--- config.mk ---
export PLATFORM = sky130hd
export DESIGN_NAME = energy_runtime_meter_flat
export DESIGN_NICKNAME = d
export VERILOG_FILES = /design/src/hdl/erm_pkg.sv /design/src/hdl/erm_tick_if.sv /design/src/hdl/erm_result_if.sv /design/src/hdl/energy_runtime_meter.sv /design/src/flat_wrapper.sv
export SDC_FILE = /design/constraint.sdc
export NUM_CORES = 2
export LEC_CHECK = 0
export ABC_AREA = 1
export BUFFER_PORTS_ARGS = -buffer_cell sky130_fd_sc_hd__buf_2
export CORE_ASPECT_RATIO = 1.5
export CORE_MARGIN = 4
export CORE_UTILIZATION = 35
export CTS_BUF_LIST = sky130_fd_sc_hd__clkbuf_8 sky130_fd_sc_hd__clkbuf_16
export CTS_CLUSTER_DIAMETER = 120
export DETAILED_ROUTE_END_ITERATION = 8
export GPL_TIMING_DRIVEN = 0
export PLACE_DENSITY = 0.51
export SLEW_MARGIN = 10
export SYNTH_ARGS = -nofsm -noshare
export SYNTH_HDL_FRONTEND = slang
export SYNTH_SLANG_ARGS = --single-unit
--- constraint.sdc ---
create_clock -name clk -period 15.8 [get_ports clk]
set_clock_uncertainty 0.1 [all_clocks]
set_input_delay 1.58 -clock clk [delete_from_list [all_inputs] [get_ports clk]]
set_output_delay 1.58 -clock clk [all_outputs]
set_load 0.005 [all_outputs]
--- src/hdl/erm_pkg.sv ---
// Shared widths, constants and register addresses for the energy/run-time meter.
package erm_pkg;

  localparam int ELAPSED_W = 8;
  localparam int TS_W      = 32;
  localparam int POWER_W   = 16;
  localparam int MINUTES_W = 32;
  localparam int TODAY_W   = 11;
  localparam int ENERGY_W  = 32;
  localparam int CAPPED_W  = 16;
  localparam int RESIDUE_W = 22;
  localparam int REM_W     = 6;
  localparam int INTERVAL_W = 16;
  localparam int PADDR_W   = 2;
  localparam int PDATA_W   = 32;

  localparam logic [TODAY_W-1:0]    DAY_CAP_MINUTES     = 11'd1440;
  localparam logic [TS_W-1:0]       SECONDS_PER_DAY     = 32'd86400;
  localparam logic [8:0]            SECONDS_PER_MINUTE  = 9'd60;
  localparam logic [24:0]           TENTH_KWH_UNITS     = 25'd3600000;
  localparam logic [INTERVAL_W-1:0] SAVE_INTERVAL_RESET = 16'd3600;
  localparam logic [CAPPED_W-1:0]   CAPPED_MAX          = 16'hFFFF;
  localparam logic [ENERGY_W-1:0]   ENERGY_MAX          = 32'hFFFF_FFFF;

  // Day index: now / 86400 = (now >> 7) / 675, done as a reciprocal multiply
  // that is exact for every 25-bit dividend.
  localparam int DAY_PRE_SHIFT   = 7;
  localparam int DAY_RECIP_SHIFT = 35;
  localparam int DAY_RECIP_W     = 26;
  localparam logic [63:0] DAY_RECIP_FULL =
    ((64'd1 << DAY_RECIP_SHIFT) + 64'd674) / 64'd675;
  localparam logic [DAY_RECIP_W-1:0] DAY_RECIP = DAY_RECIP_FULL[DAY_RECIP_W-1:0];
  localparam int DAY_NUM_W  = TS_W - DAY_PRE_SHIFT;
  localparam int DAY_PROD_W = DAY_NUM_W + DAY_RECIP_W;
  localparam int DAY_QUOT_W = 16;

  // Register byte addresses.
  localparam logic [PADDR_W-1:0] ADDR_SAVE_INTERVAL = 2'd0;

endpackage

--- src/hdl/erm_tick_if.sv ---
// Tick input channel: valid/ready handshake with the tick payload.
interface erm_tick_if import erm_pkg::*; ();
  logic                 valid;
  logic                 ready;
  logic [ELAPSED_W-1:0] elapsed_s;
  logic [TS_W-1:0]      now_ts;
  logic                 clock_valid;
  logic                 unit_on;
  logic                 power_valid;
  logic [POWER_W-1:0]   load_power;

  modport source (
    output valid, elapsed_s, now_ts, clock_valid, unit_on, power_valid, load_power,
    input  ready
  );
  modport sink (
    input  valid, elapsed_s, now_ts, clock_valid, unit_on, power_valid, load_power,
    output ready
  );
endinterface

--- src/hdl/erm_result_if.sv ---
// Result channel: valid/ready handshake with the meter counters.
interface erm_result_if import erm_pkg::*; ();
  logic                 valid;
  logic                 ready;
  logic [MINUTES_W-1:0] total_minutes;
  logic [TODAY_W-1:0]   today_minutes;
  logic [ENERGY_W-1:0]  energy_tenth_kwh;
  logic [CAPPED_W-1:0]  run_time_capped;
  logic                 save_now;

  modport source (
    output valid, total_minutes, today_minutes, energy_tenth_kwh, run_time_capped,
           save_now,
    input  ready
  );
  modport sink (
    input  valid, total_minutes, today_minutes, energy_tenth_kwh, run_time_capped,
           save_now,
    output ready
  );
endinterface

--- src/hdl/energy_runtime_meter.sv ---
// Energy and run-time meter top level.
//
// One tick transfer on the tick channel produces exactly one transfer on the
// result channel, in order. A tick carries elapsed seconds, the wall-clock
// time, clock/power valid flags, the unit on state and the load power.
// The result carries total and today's run minutes, energy in 0.1 kWh, the
// run time saturated to 16 bits and a save request.
// A tick passes the input register, the day-index multiply, the day-start
// multiply, then the counter update into the output register. Throughput: one
// tick per cycle while the result is not stalled; the counter update is a
// single registered pass, so back-to-back ticks do not wait on it.
// Every stage holds while the stage after it is full and stalled, so a
// stalled receiver keeps the result stable and ticks are still taken until
// the pipeline bubbles are used up.
// The APB port holds save_interval_s at address 0 (reset 3600); write it only
// while no tick is in flight.
// Reset (rst, synchronous) empties the pipeline and clears all counters, the
// day window and the last save time.
module energy_runtime_meter import erm_pkg::*; (
  input  logic                clk,
  input  logic                rst,
  erm_tick_if.sink            tick,
  erm_result_if.source        result,
  input  logic                psel,
  input  logic                penable,
  input  logic                pwrite,
  input  logic [PADDR_W-1:0]  paddr,
  input  logic [PDATA_W-1:0]  pwdata,
  output logic [PDATA_W-1:0]  prdata,
  output logic                pready
);

  // configuration
  logic [INTERVAL_W-1:0] save_interval;

  // pipeline stage valids and readies
  logic a_valid, b_valid, c_valid;
  logic a_ready, b_ready, c_ready, out_free, d_load;

  // stage A: input register
  logic [ELAPSED_W-1:0] a_elapsed;
  logic [TS_W-1:0]      a_now;
  logic                 a_clk_ok, a_on, a_pwr_ok;
  logic [POWER_W-1:0]   a_power;

  // stage B: day index and energy product
  logic [DAY_QUOT_W-1:0] b_quot;
  logic [23:0]           b_prod;
  logic [ELAPSED_W-1:0]  b_elapsed;
  logic [TS_W-1:0]       b_now;
  logic                  b_clk_ok, b_on, b_pwr_act;

  // stage C: day start
  logic [TS_W-1:0]      c_start;
  logic [23:0]          c_prod;
  logic [ELAPSED_W-1:0] c_elapsed;
  logic [TS_W-1:0]      c_now;
  logic                 c_clk_ok, c_on, c_pwr_act;

  logic [DAY_PROD_W-1:0] quot_prod;
  logic [TS_W-1:0]       start_prod;

  // meter state
  logic [MINUTES_W-1:0] run_minutes_acc, run_minutes_acc_next;
  logic [TODAY_W-1:0]   today_minutes_acc, today_minutes_acc_next;
  logic [REM_W-1:0]     second_remainder, second_remainder_next;
  logic [ENERGY_W-1:0]  energy_total, energy_total_next;
  logic [RESIDUE_W-1:0] energy_residue, energy_residue_next;
  logic [TS_W-1:0]      day_start_ts, day_start_ts_next;
  logic                 day_known, day_known_next;
  logic [TS_W-1:0]      last_save_time, last_save_time_next;
  logic                 save_req;

  // update logic
  logic [TS_W:0]        day_end, new_end;
  logic                 in_window, new_day, clear_today;
  logic [TODAY_W-1:0]   today_sync, today_clamp, today_room;
  logic [8:0]           secs;
  logic [2:0]           min_incr;
  logic [8:0]           secs_rem;
  logic [24:0]          e_acc;
  logic [2:0]           e_incr;
  logic [24:0]          e_rem;
  logic [ENERGY_W:0]    e_sum;

  // ---------------- configuration port ----------------
  assign pready = 1'b1;
  assign prdata = (paddr == ADDR_SAVE_INTERVAL) ?
                  {{(PDATA_W-INTERVAL_W){1'b0}}, save_interval} : '0;

  always_ff @(posedge clk) begin
    if (rst) begin
      save_interval <= SAVE_INTERVAL_RESET;
    end else if (psel && penable && pwrite && pready && paddr == ADDR_SAVE_INTERVAL) begin
      save_interval <= pwdata[INTERVAL_W-1:0];
    end
  end

  // ---------------- handshake ----------------
  assign out_free   = !result.valid || result.ready;
  assign c_ready    = !c_valid || out_free;
  assign b_ready    = !b_valid || c_ready;
  assign a_ready    = !a_valid || b_ready;
  assign tick.ready = a_ready;
  assign d_load     = c_valid && out_free;

  always_ff @(posedge clk) begin
    if (rst) begin
      a_valid      <= 1'b0;
      b_valid      <= 1'b0;
      c_valid      <= 1'b0;
      result.valid <= 1'b0;
    end else begin
      if (a_ready) a_valid <= tick.valid;
      if (b_ready) b_valid <= a_valid;
      if (c_ready) c_valid <= b_valid;
      if (out_free) result.valid <= c_valid;
    end
  end

  // ---------------- payload pipeline ----------------
  assign quot_prod  = DAY_PROD_W'(a_now[TS_W-1:DAY_PRE_SHIFT]) * DAY_PROD_W'(DAY_RECIP);
  assign start_prod = TS_W'(b_quot) * SECONDS_PER_DAY;

  always_ff @(posedge clk) begin
    if (tick.valid && a_ready) begin
      a_elapsed <= tick.elapsed_s;
      a_now     <= tick.now_ts;
      a_clk_ok  <= tick.clock_valid;
      a_on      <= tick.unit_on;
      a_pwr_ok  <= tick.power_valid;
      a_power   <= tick.load_power;
    end
    if (a_valid && b_ready) begin
      b_quot    <= quot_prod[DAY_PROD_W-1 -: DAY_QUOT_W];
      b_prod    <= 24'(a_power) * 24'(a_elapsed);
      b_elapsed <= a_elapsed;
      b_now     <= a_now;
      b_clk_ok  <= a_clk_ok;
      b_on      <= a_on;
      b_pwr_act <= a_pwr_ok && (a_power != '0);
    end
    if (b_valid && c_ready) begin
      c_start   <= start_prod;
      c_prod    <= b_prod;
      c_elapsed <= b_elapsed;
      c_now     <= b_now;
      c_clk_ok  <= b_clk_ok;
      c_on      <= b_on;
      c_pwr_act <= b_pwr_act;
    end
  end

  // ---------------- counter update ----------------
  always_comb begin
    // day window
    day_end     = {1'b0, day_start_ts} + (TS_W+1)'(SECONDS_PER_DAY);
    new_end     = {1'b0, c_start} + (TS_W+1)'(SECONDS_PER_DAY);
    in_window   = day_known && (c_now >= day_start_ts) && ({1'b0, c_now} < day_end);
    new_day     = c_clk_ok && !in_window;
    // on the first sync keep today's minutes if the last save falls in the day
    clear_today = new_day && (day_known || (last_save_time < c_start) ||
                              ({1'b0, last_save_time} >= new_end));
    today_sync  = clear_today ? '0 : today_minutes_acc;
    today_clamp = (today_sync > DAY_CAP_MINUTES) ? DAY_CAP_MINUTES : today_sync;
    today_room  = DAY_CAP_MINUTES - today_clamp;
    day_start_ts_next = new_day ? c_start : day_start_ts;
    day_known_next    = day_known || new_day;

    // run minutes
    secs = 9'(second_remainder) + 9'(c_elapsed);
    if (secs >= 9'(5) * SECONDS_PER_MINUTE) begin
      min_incr = 3'd5;
      secs_rem = secs - 9'(5) * SECONDS_PER_MINUTE;
    end else if (secs >= 9'(4) * SECONDS_PER_MINUTE) begin
      min_incr = 3'd4;
      secs_rem = secs - 9'(4) * SECONDS_PER_MINUTE;
    end else if (secs >= 9'(3) * SECONDS_PER_MINUTE) begin
      min_incr = 3'd3;
      secs_rem = secs - 9'(3) * SECONDS_PER_MINUTE;
    end else if (secs >= 9'(2) * SECONDS_PER_MINUTE) begin
      min_incr = 3'd2;
      secs_rem = secs - 9'(2) * SECONDS_PER_MINUTE;
    end else if (secs >= SECONDS_PER_MINUTE) begin
      min_incr = 3'd1;
      secs_rem = secs - SECONDS_PER_MINUTE;
    end else begin
      min_incr = 3'd0;
      secs_rem = secs;
    end

    if (c_on) begin
      run_minutes_acc_next   = run_minutes_acc + MINUTES_W'(min_incr);
      today_minutes_acc_next = (TODAY_W'(min_incr) >= today_room) ? DAY_CAP_MINUTES :
                               today_clamp + TODAY_W'(min_incr);
      second_remainder_next  = secs_rem[REM_W-1:0];
    end else begin
      run_minutes_acc_next   = run_minutes_acc;
      today_minutes_acc_next = today_clamp;
      second_remainder_next  = second_remainder;
    end

    // energy
    e_acc = 25'(energy_residue) + 25'(c_prod);
    if (e_acc >= 25'(5) * TENTH_KWH_UNITS) begin
      e_incr = 3'd5;
      e_rem  = e_acc - 25'(5) * TENTH_KWH_UNITS;
    end else if (e_acc >= 25'(4) * TENTH_KWH_UNITS) begin
      e_incr = 3'd4;
      e_rem  = e_acc - 25'(4) * TENTH_KWH_UNITS;
    end else if (e_acc >= 25'(3) * TENTH_KWH_UNITS) begin
      e_incr = 3'd3;
      e_rem  = e_acc - 25'(3) * TENTH_KWH_UNITS;
    end else if (e_acc >= 25'(2) * TENTH_KWH_UNITS) begin
      e_incr = 3'd2;
      e_rem  = e_acc - 25'(2) * TENTH_KWH_UNITS;
    end else if (e_acc >= TENTH_KWH_UNITS) begin
      e_incr = 3'd1;
      e_rem  = e_acc - TENTH_KWH_UNITS;
    end else begin
      e_incr = 3'd0;
      e_rem  = e_acc;
    end
    e_sum = {1'b0, energy_total} + (ENERGY_W+1)'(e_incr);

    if (c_pwr_act) begin
      energy_residue_next = e_rem[RESIDUE_W-1:0];
      energy_total_next   = e_sum[ENERGY_W] ? ENERGY_MAX : e_sum[ENERGY_W-1:0];
    end else begin
      energy_residue_next = energy_residue;
      energy_total_next   = energy_total;
    end

    // save request; re-anchor on zero or backward time
    save_req            = 1'b0;
    last_save_time_next = last_save_time;
    if (c_clk_ok) begin
      if (last_save_time == '0 || c_now < last_save_time) begin
        last_save_time_next = c_now;
      end else if (c_now - last_save_time >= TS_W'(save_interval)) begin
        last_save_time_next = c_now;
        save_req            = 1'b1;
      end
    end
  end

  always_ff @(posedge clk) begin
    if (rst) begin
      run_minutes_acc   <= '0;
      today_minutes_acc <= '0;
      second_remainder  <= '0;
      energy_total      <= '0;
      energy_residue    <= '0;
      day_start_ts      <= '0;
      day_known         <= 1'b0;
      last_save_time    <= '0;
    end else if (d_load) begin
      run_minutes_acc   <= run_minutes_acc_next;
      today_minutes_acc <= today_minutes_acc_next;
      second_remainder  <= second_remainder_next;
      energy_total      <= energy_total_next;
      energy_residue    <= energy_residue_next;
      day_start_ts      <= day_start_ts_next;
      day_known         <= day_known_next;
      last_save_time    <= last_save_time_next;
    end
  end

  // result register
  always_ff @(posedge clk) begin
    if (d_load) begin
      result.total_minutes    <= run_minutes_acc_next;
      result.today_minutes    <= today_minutes_acc_next;
      result.energy_tenth_kwh <= energy_total_next;
      result.run_time_capped  <= (run_minutes_acc_next > MINUTES_W'(CAPPED_MAX)) ?
                                 CAPPED_MAX : run_minutes_acc_next[CAPPED_W-1:0];
      result.save_now         <= save_req;
    end
  end

  // ---------------- assertions ----------------
  a_today_capped: assert property (@(posedge clk) disable iff (rst)
    today_minutes_acc <= DAY_CAP_MINUTES)
    else $error("today minutes above the day cap");

  a_second_rem: assert property (@(posedge clk) disable iff (rst)
    6'(second_remainder) < SECONDS_PER_MINUTE[REM_W-1:0])
    else $error("second remainder reached a full minute");

  a_energy_rem: assert property (@(posedge clk) disable iff (rst)
    25'(energy_residue) < TENTH_KWH_UNITS)
    else $error("energy residue reached a full 0.1 kWh");

  a_day_sticky: assert property (@(posedge clk) disable iff (rst)
    day_known |=> day_known)
    else $error("day sync lost without reset");

  a_save_anchor: assert property (@(posedge clk) disable iff (rst)
    d_load && save_req |=> last_save_time == $past(c_now) && result.valid && result.save_now)
    else $error("save request without re-anchored save time");

endmodule

--- src/flat_wrapper.sv ---
// flat-port wrapper written by rule: the top's interface ports become plain ports
module energy_runtime_meter_flat import erm_pkg::*;
  (clk, rst, psel, penable, pwrite, paddr, pwdata, prdata, pready, tick_valid, tick_elapsed_s, tick_now_ts, tick_clock_valid, tick_unit_on, tick_power_valid, tick_load_power, tick_ready, result_valid, result_total_minutes, result_today_minutes, result_energy_tenth_kwh, result_run_time_capped, result_save_now, result_ready);
  erm_tick_if tick_i ();
  erm_result_if result_i ();
  input  logic clk;
  input  logic rst;
  input  logic psel;
  input  logic penable;
  input  logic pwrite;
  input  logic [PADDR_W-1:0] paddr;
  input  logic [PDATA_W-1:0] pwdata;
  output logic [PDATA_W-1:0] prdata;
  output logic pready;
  input wire logic [$bits(tick_i.valid)-1:0] tick_valid;
  input wire logic [$bits(tick_i.elapsed_s)-1:0] tick_elapsed_s;
  input wire logic [$bits(tick_i.now_ts)-1:0] tick_now_ts;
  input wire logic [$bits(tick_i.clock_valid)-1:0] tick_clock_valid;
  input wire logic [$bits(tick_i.unit_on)-1:0] tick_unit_on;
  input wire logic [$bits(tick_i.power_valid)-1:0] tick_power_valid;
  input wire logic [$bits(tick_i.load_power)-1:0] tick_load_power;
  output wire logic [$bits(tick_i.ready)-1:0] tick_ready;
  output wire logic [$bits(result_i.valid)-1:0] result_valid;
  output wire logic [$bits(result_i.total_minutes)-1:0] result_total_minutes;
  output wire logic [$bits(result_i.today_minutes)-1:0] result_today_minutes;
  output wire logic [$bits(result_i.energy_tenth_kwh)-1:0] result_energy_tenth_kwh;
  output wire logic [$bits(result_i.run_time_capped)-1:0] result_run_time_capped;
  output wire logic [$bits(result_i.save_now)-1:0] result_save_now;
  input wire logic [$bits(result_i.ready)-1:0] result_ready;
  assign tick_i.valid = tick_valid;
  assign tick_i.elapsed_s = tick_elapsed_s;
  assign tick_i.now_ts = tick_now_ts;
  assign tick_i.clock_valid = tick_clock_valid;
  assign tick_i.unit_on = tick_unit_on;
  assign tick_i.power_valid = tick_power_valid;
  assign tick_i.load_power = tick_load_power;
  assign tick_ready = tick_i.ready;
  assign result_valid = result_i.valid;
  assign result_total_minutes = result_i.total_minutes;
  assign result_today_minutes = result_i.today_minutes;
  assign result_energy_tenth_kwh = result_i.energy_tenth_kwh;
  assign result_run_time_capped = result_i.run_time_capped;
  assign result_save_now = result_i.save_now;
  assign result_i.ready = result_ready;
  energy_runtime_meter u_core (.clk(clk), .rst(rst), .tick(tick_i), .result(result_i), .psel(psel), .penable(penable), .pwrite(pwrite), .paddr(paddr), .pwdata(pwdata), .prdata(prdata), .pready(pready));
endmodule
==> results.json <==
{
  "status": "completed",
  "setup-tns-final_ps": 0,
  "yosysUniqueCellTypes": 64,
  "ys.flop_type": "edfxtp_1",
  "max-cap-violations": 0,
  "power_frac_seq_pct": 22.2,
  "grt_pass1_vias": 36400,
  "start_util_pct": 35.2,
  "io_pins": 227,
  "syn_area_um2": 45000,
  "cts_sinks": 507,
  "sw_frac_of_total_pct": 45.8,
  "post-route-period-util_pct": 50.5,
  "wl_um": 123000,
  "timing.rr.end": "u_core.energy_total[9]",
  "antenna_found_initial": 2,
  "cp-endpoint": "u_core.energy_total[9]",
  "ys_warn_count": 0,
  "period_minus_slack_ps": 7970,
  "synth_cells": 5313,
  "clk_pin_slew_ps": 60,
  "cts_hold_repair.buffers": 0,
  "setup_slack_ps": 7830,
  "port_buffers": 192,
  "route.vias.total": 35200,
  "final_util_pct": 39.1,
  "slew_violations": 0,
  "tritoncts.num_buffers": 54,
  "drive_above_1_share_pct": 6.54,
  "crit_type": "reg2reg",
  "worst_slew_pin_slew_ps": 1230,
  "routedWlPerCell_um": 16.7,
  "cts_tree": "built",
  "area_growth_pct": 11.3,
  "drtIter0Drc": 1418,
  "clock_path_buffers": 3,
  "die_h_um": 447,
  "hold_viol_final": 0,
  "die_area_um2": 135000,
  "grt_pass1_wl_um": 194000,
  "crit_top_cell": "nand2_1",
  "crit_path_start_kind": "register",
  "intPower_mw": 4.69,
  "clock_latency_ps": 670,
  "rsz0062_at_grt": "no",
  "cp_data_arrival_time_ps": 8430,
  "firstDrtPassIters": 5,
  "grt_use_total_pct": 18.2,
  "place_ws_ps": 7920,
  "layout.cells.most_common_list": "inv_1 (1074), nand2_1 (879), ha_1 (624)",
  "place_inst": 7236,
  "p_clk_share_pct": 14.8,
  "fillerInstances": 13200,
  "grt_max_degree": 67,
  "rr_worst_depth": 38,
  "synth-async-reset-ratio_pct": 0,
  "finalNetCount": 6605,
  "final_common_cell": "inv_1",
  "cp_slowest_cell": "xor2_1",
  "min_path_type": "reg2reg",
  "cp-end-kind": "register",
  "synth_edf_count": 326,
  "ant_nets": 0,
  "grt.overflow.total": 0,
  "yosysSeqAreaShare_pct": 29.8,
  "pwr_density_cell_nw_per_um2": 173,
  "root_buffer": "clkbuf_16",
  "std_cell_rows": 161,
  "ys_ff_latch": 507,
  "post_cts_buffers": 0,
  "ir_worst_vdd_mv": 0.202,
  "critPathRequiredTime_ps": 16260,
  "post-route-drc-count": 0,
  "setup_viol": 0,
  "relSlewSlack_pct": 17.9,
  "dp_hpwl_um": 102000,
  "vias_per_cell": 4.80,
  "cts_resized": 0,
  "place.gp.congestion": 0.886,
  "htreeDepth": 2,
  "critPathLaunch": "u_core.c_prod[2]",
  "core_area_um2": 128000,
  "crit_fanout": 10,
  "combPwrFrac_pct": 63.1,
  "stdcell_count": 7339,
  "r2r_setup_slack_ps": 7830,
  "slowest_delay_ps": 770,
  "leakage_nw": 24.5,
  "die_w_um": 301,
  "p_sw_mw": 3.96,
  "maxClockFrequency_mhz": 125,
  "r2r_start": "u_core.c_prod[2]",
  "post_synth.cell_area_avg_um2": 8.48
}
cell families after synthesis:
group / share of synthesized area, %
AOI/OAI and AO/OA: 9.65
DFF: 29.8
and+or+nand+nor: 15.8
xor gates and xnor gates: 3.90
adders and majority gates: 30.7
buffers and inverters: 10.2
other: 0.0167
synth_stat cells, drive strengths merged (46+ instances only):
cell       n  area share, %
xnor2     46           0.93
dfxtp    181            8.0
ha       624             17
clkbuf    93           0.77
o21ai    262            2.9
nor3      67           0.78
edfxtp   326             22
nand2    890            7.5
nand4     62           0.87
fa       300             13
a21oi    414            4.7
nor2     385            3.2
xor2     151            3.0
nand3    225            2.6
inv     1074            8.9
final cells by class:
cell class                 count  area, um^2  share of cell area (%)
multi-input combinational   3620       27100                    54.0
sequential                   507       13400                    26.8
inverter                    1075        4040                    8.06
tap                         1711        2140                    4.27
clock buffer                  59        1420                    2.83
timing repair buffer         197        1080                    2.16
buffer                       126         577                    1.15
clock inverter                42         368                   0.734
antenna                        2        5.00                 0.00998
per-stage QoR:
step           hold WS [ps]  power, mW  instance area, um^2
3_5_place_dp            305       7.46                48300
2_1_floorplan           300       6.17                45100
4_1_cts                 305       8.82                50100
5_1_grt                 317       9.76                50100
3_3_place_gp            301       7.42                48200
6_report                314       8.65                50100
state kept, by name (all words and copies together) (netlist names), 8 cells and up:
register / cells
u_core.c_elapsed: 8
u_core.day_start_ts: 25
u_core.result.energy_tenth_kwh: 32
u_core.a_power: 16
u_core.c_start: 25
u_core.last_save_time: 32
u_core.result.run_time_capped: 16
u_core.today_minutes_acc: 11
u_core.energy_total: 32
u_core.energy_residue: 22
u_core.b_quot: 16
u_core.b_now: 32
u_core.a_now: 32
u_core.c_now: 32
u_core.save_interval: 16
u_core.result.total_minutes: 32
u_core.b_prod: 24
u_core.c_prod: 24
u_core.a_elapsed: 8
u_core.b_elapsed: 8
u_core.result.today_minutes: 11
u_core.run_minutes_acc: 32
critical path, delay by kind of cell, from the launching register on:
kind	cells	cell delay, ps
AO/OA/AOI/OAI	4	720
buffers and inverters	9	1630
adder cells (fa/ha/maj)	4	1200
flip-flops	1	370
AND/OR/NAND/NOR	20	3110
XOR/XNOR	1	770
how the worst min path moves through the flow:
| stage | startpoint | to | slack (ps) | cells after the start |
|---|---|---|---|---|
| global route | u_core.b_prod[6] | u_core.c_prod[6] | 320 | 0 |
| detailed placement | u_core.a_now[6] | u_core.b_now[6] | 300 | 0 |
| CTS | u_core.b_prod[6] | u_core.c_prod[6] | 310 | 0 |
| global placement | u_core.b_prod[19] | u_core.c_prod[19] | 300 | 0 |
| finish | u_core.b_prod[6] | u_core.c_prod[6] | 310 | 0 |
| floorplan | u_core.a_clk_ok | u_core.b_clk_ok | 300 | 0 |
metal layers:
layer	part of all wire [%]	wire (um)	GRT usage, %	up-vias
met5	0.015	18	0	-
met2	54	65800	35.7	576
met3	2.9	3600	1.60	225
met4	3.9	4820	6.58	2
met1	40	48500	20.2	16700
li1	-	-	-	17800
power groups by stage:
stage | clock network (mW) | registers (mW) | logic (mW)
6_report | 1.28 | 1.92 | 5.46
4_1_cts | 1.33 | 1.92 | 5.57
2_1_floorplan | 0 | 1.89 | 4.28
3_5_place_dp | 0 | 1.95 | 5.51
5_1_grt | 1.38 | 1.93 | 6.46
3_3_place_gp | 0 | 1.95 | 5.47
(Power assumes the default switching activity.)
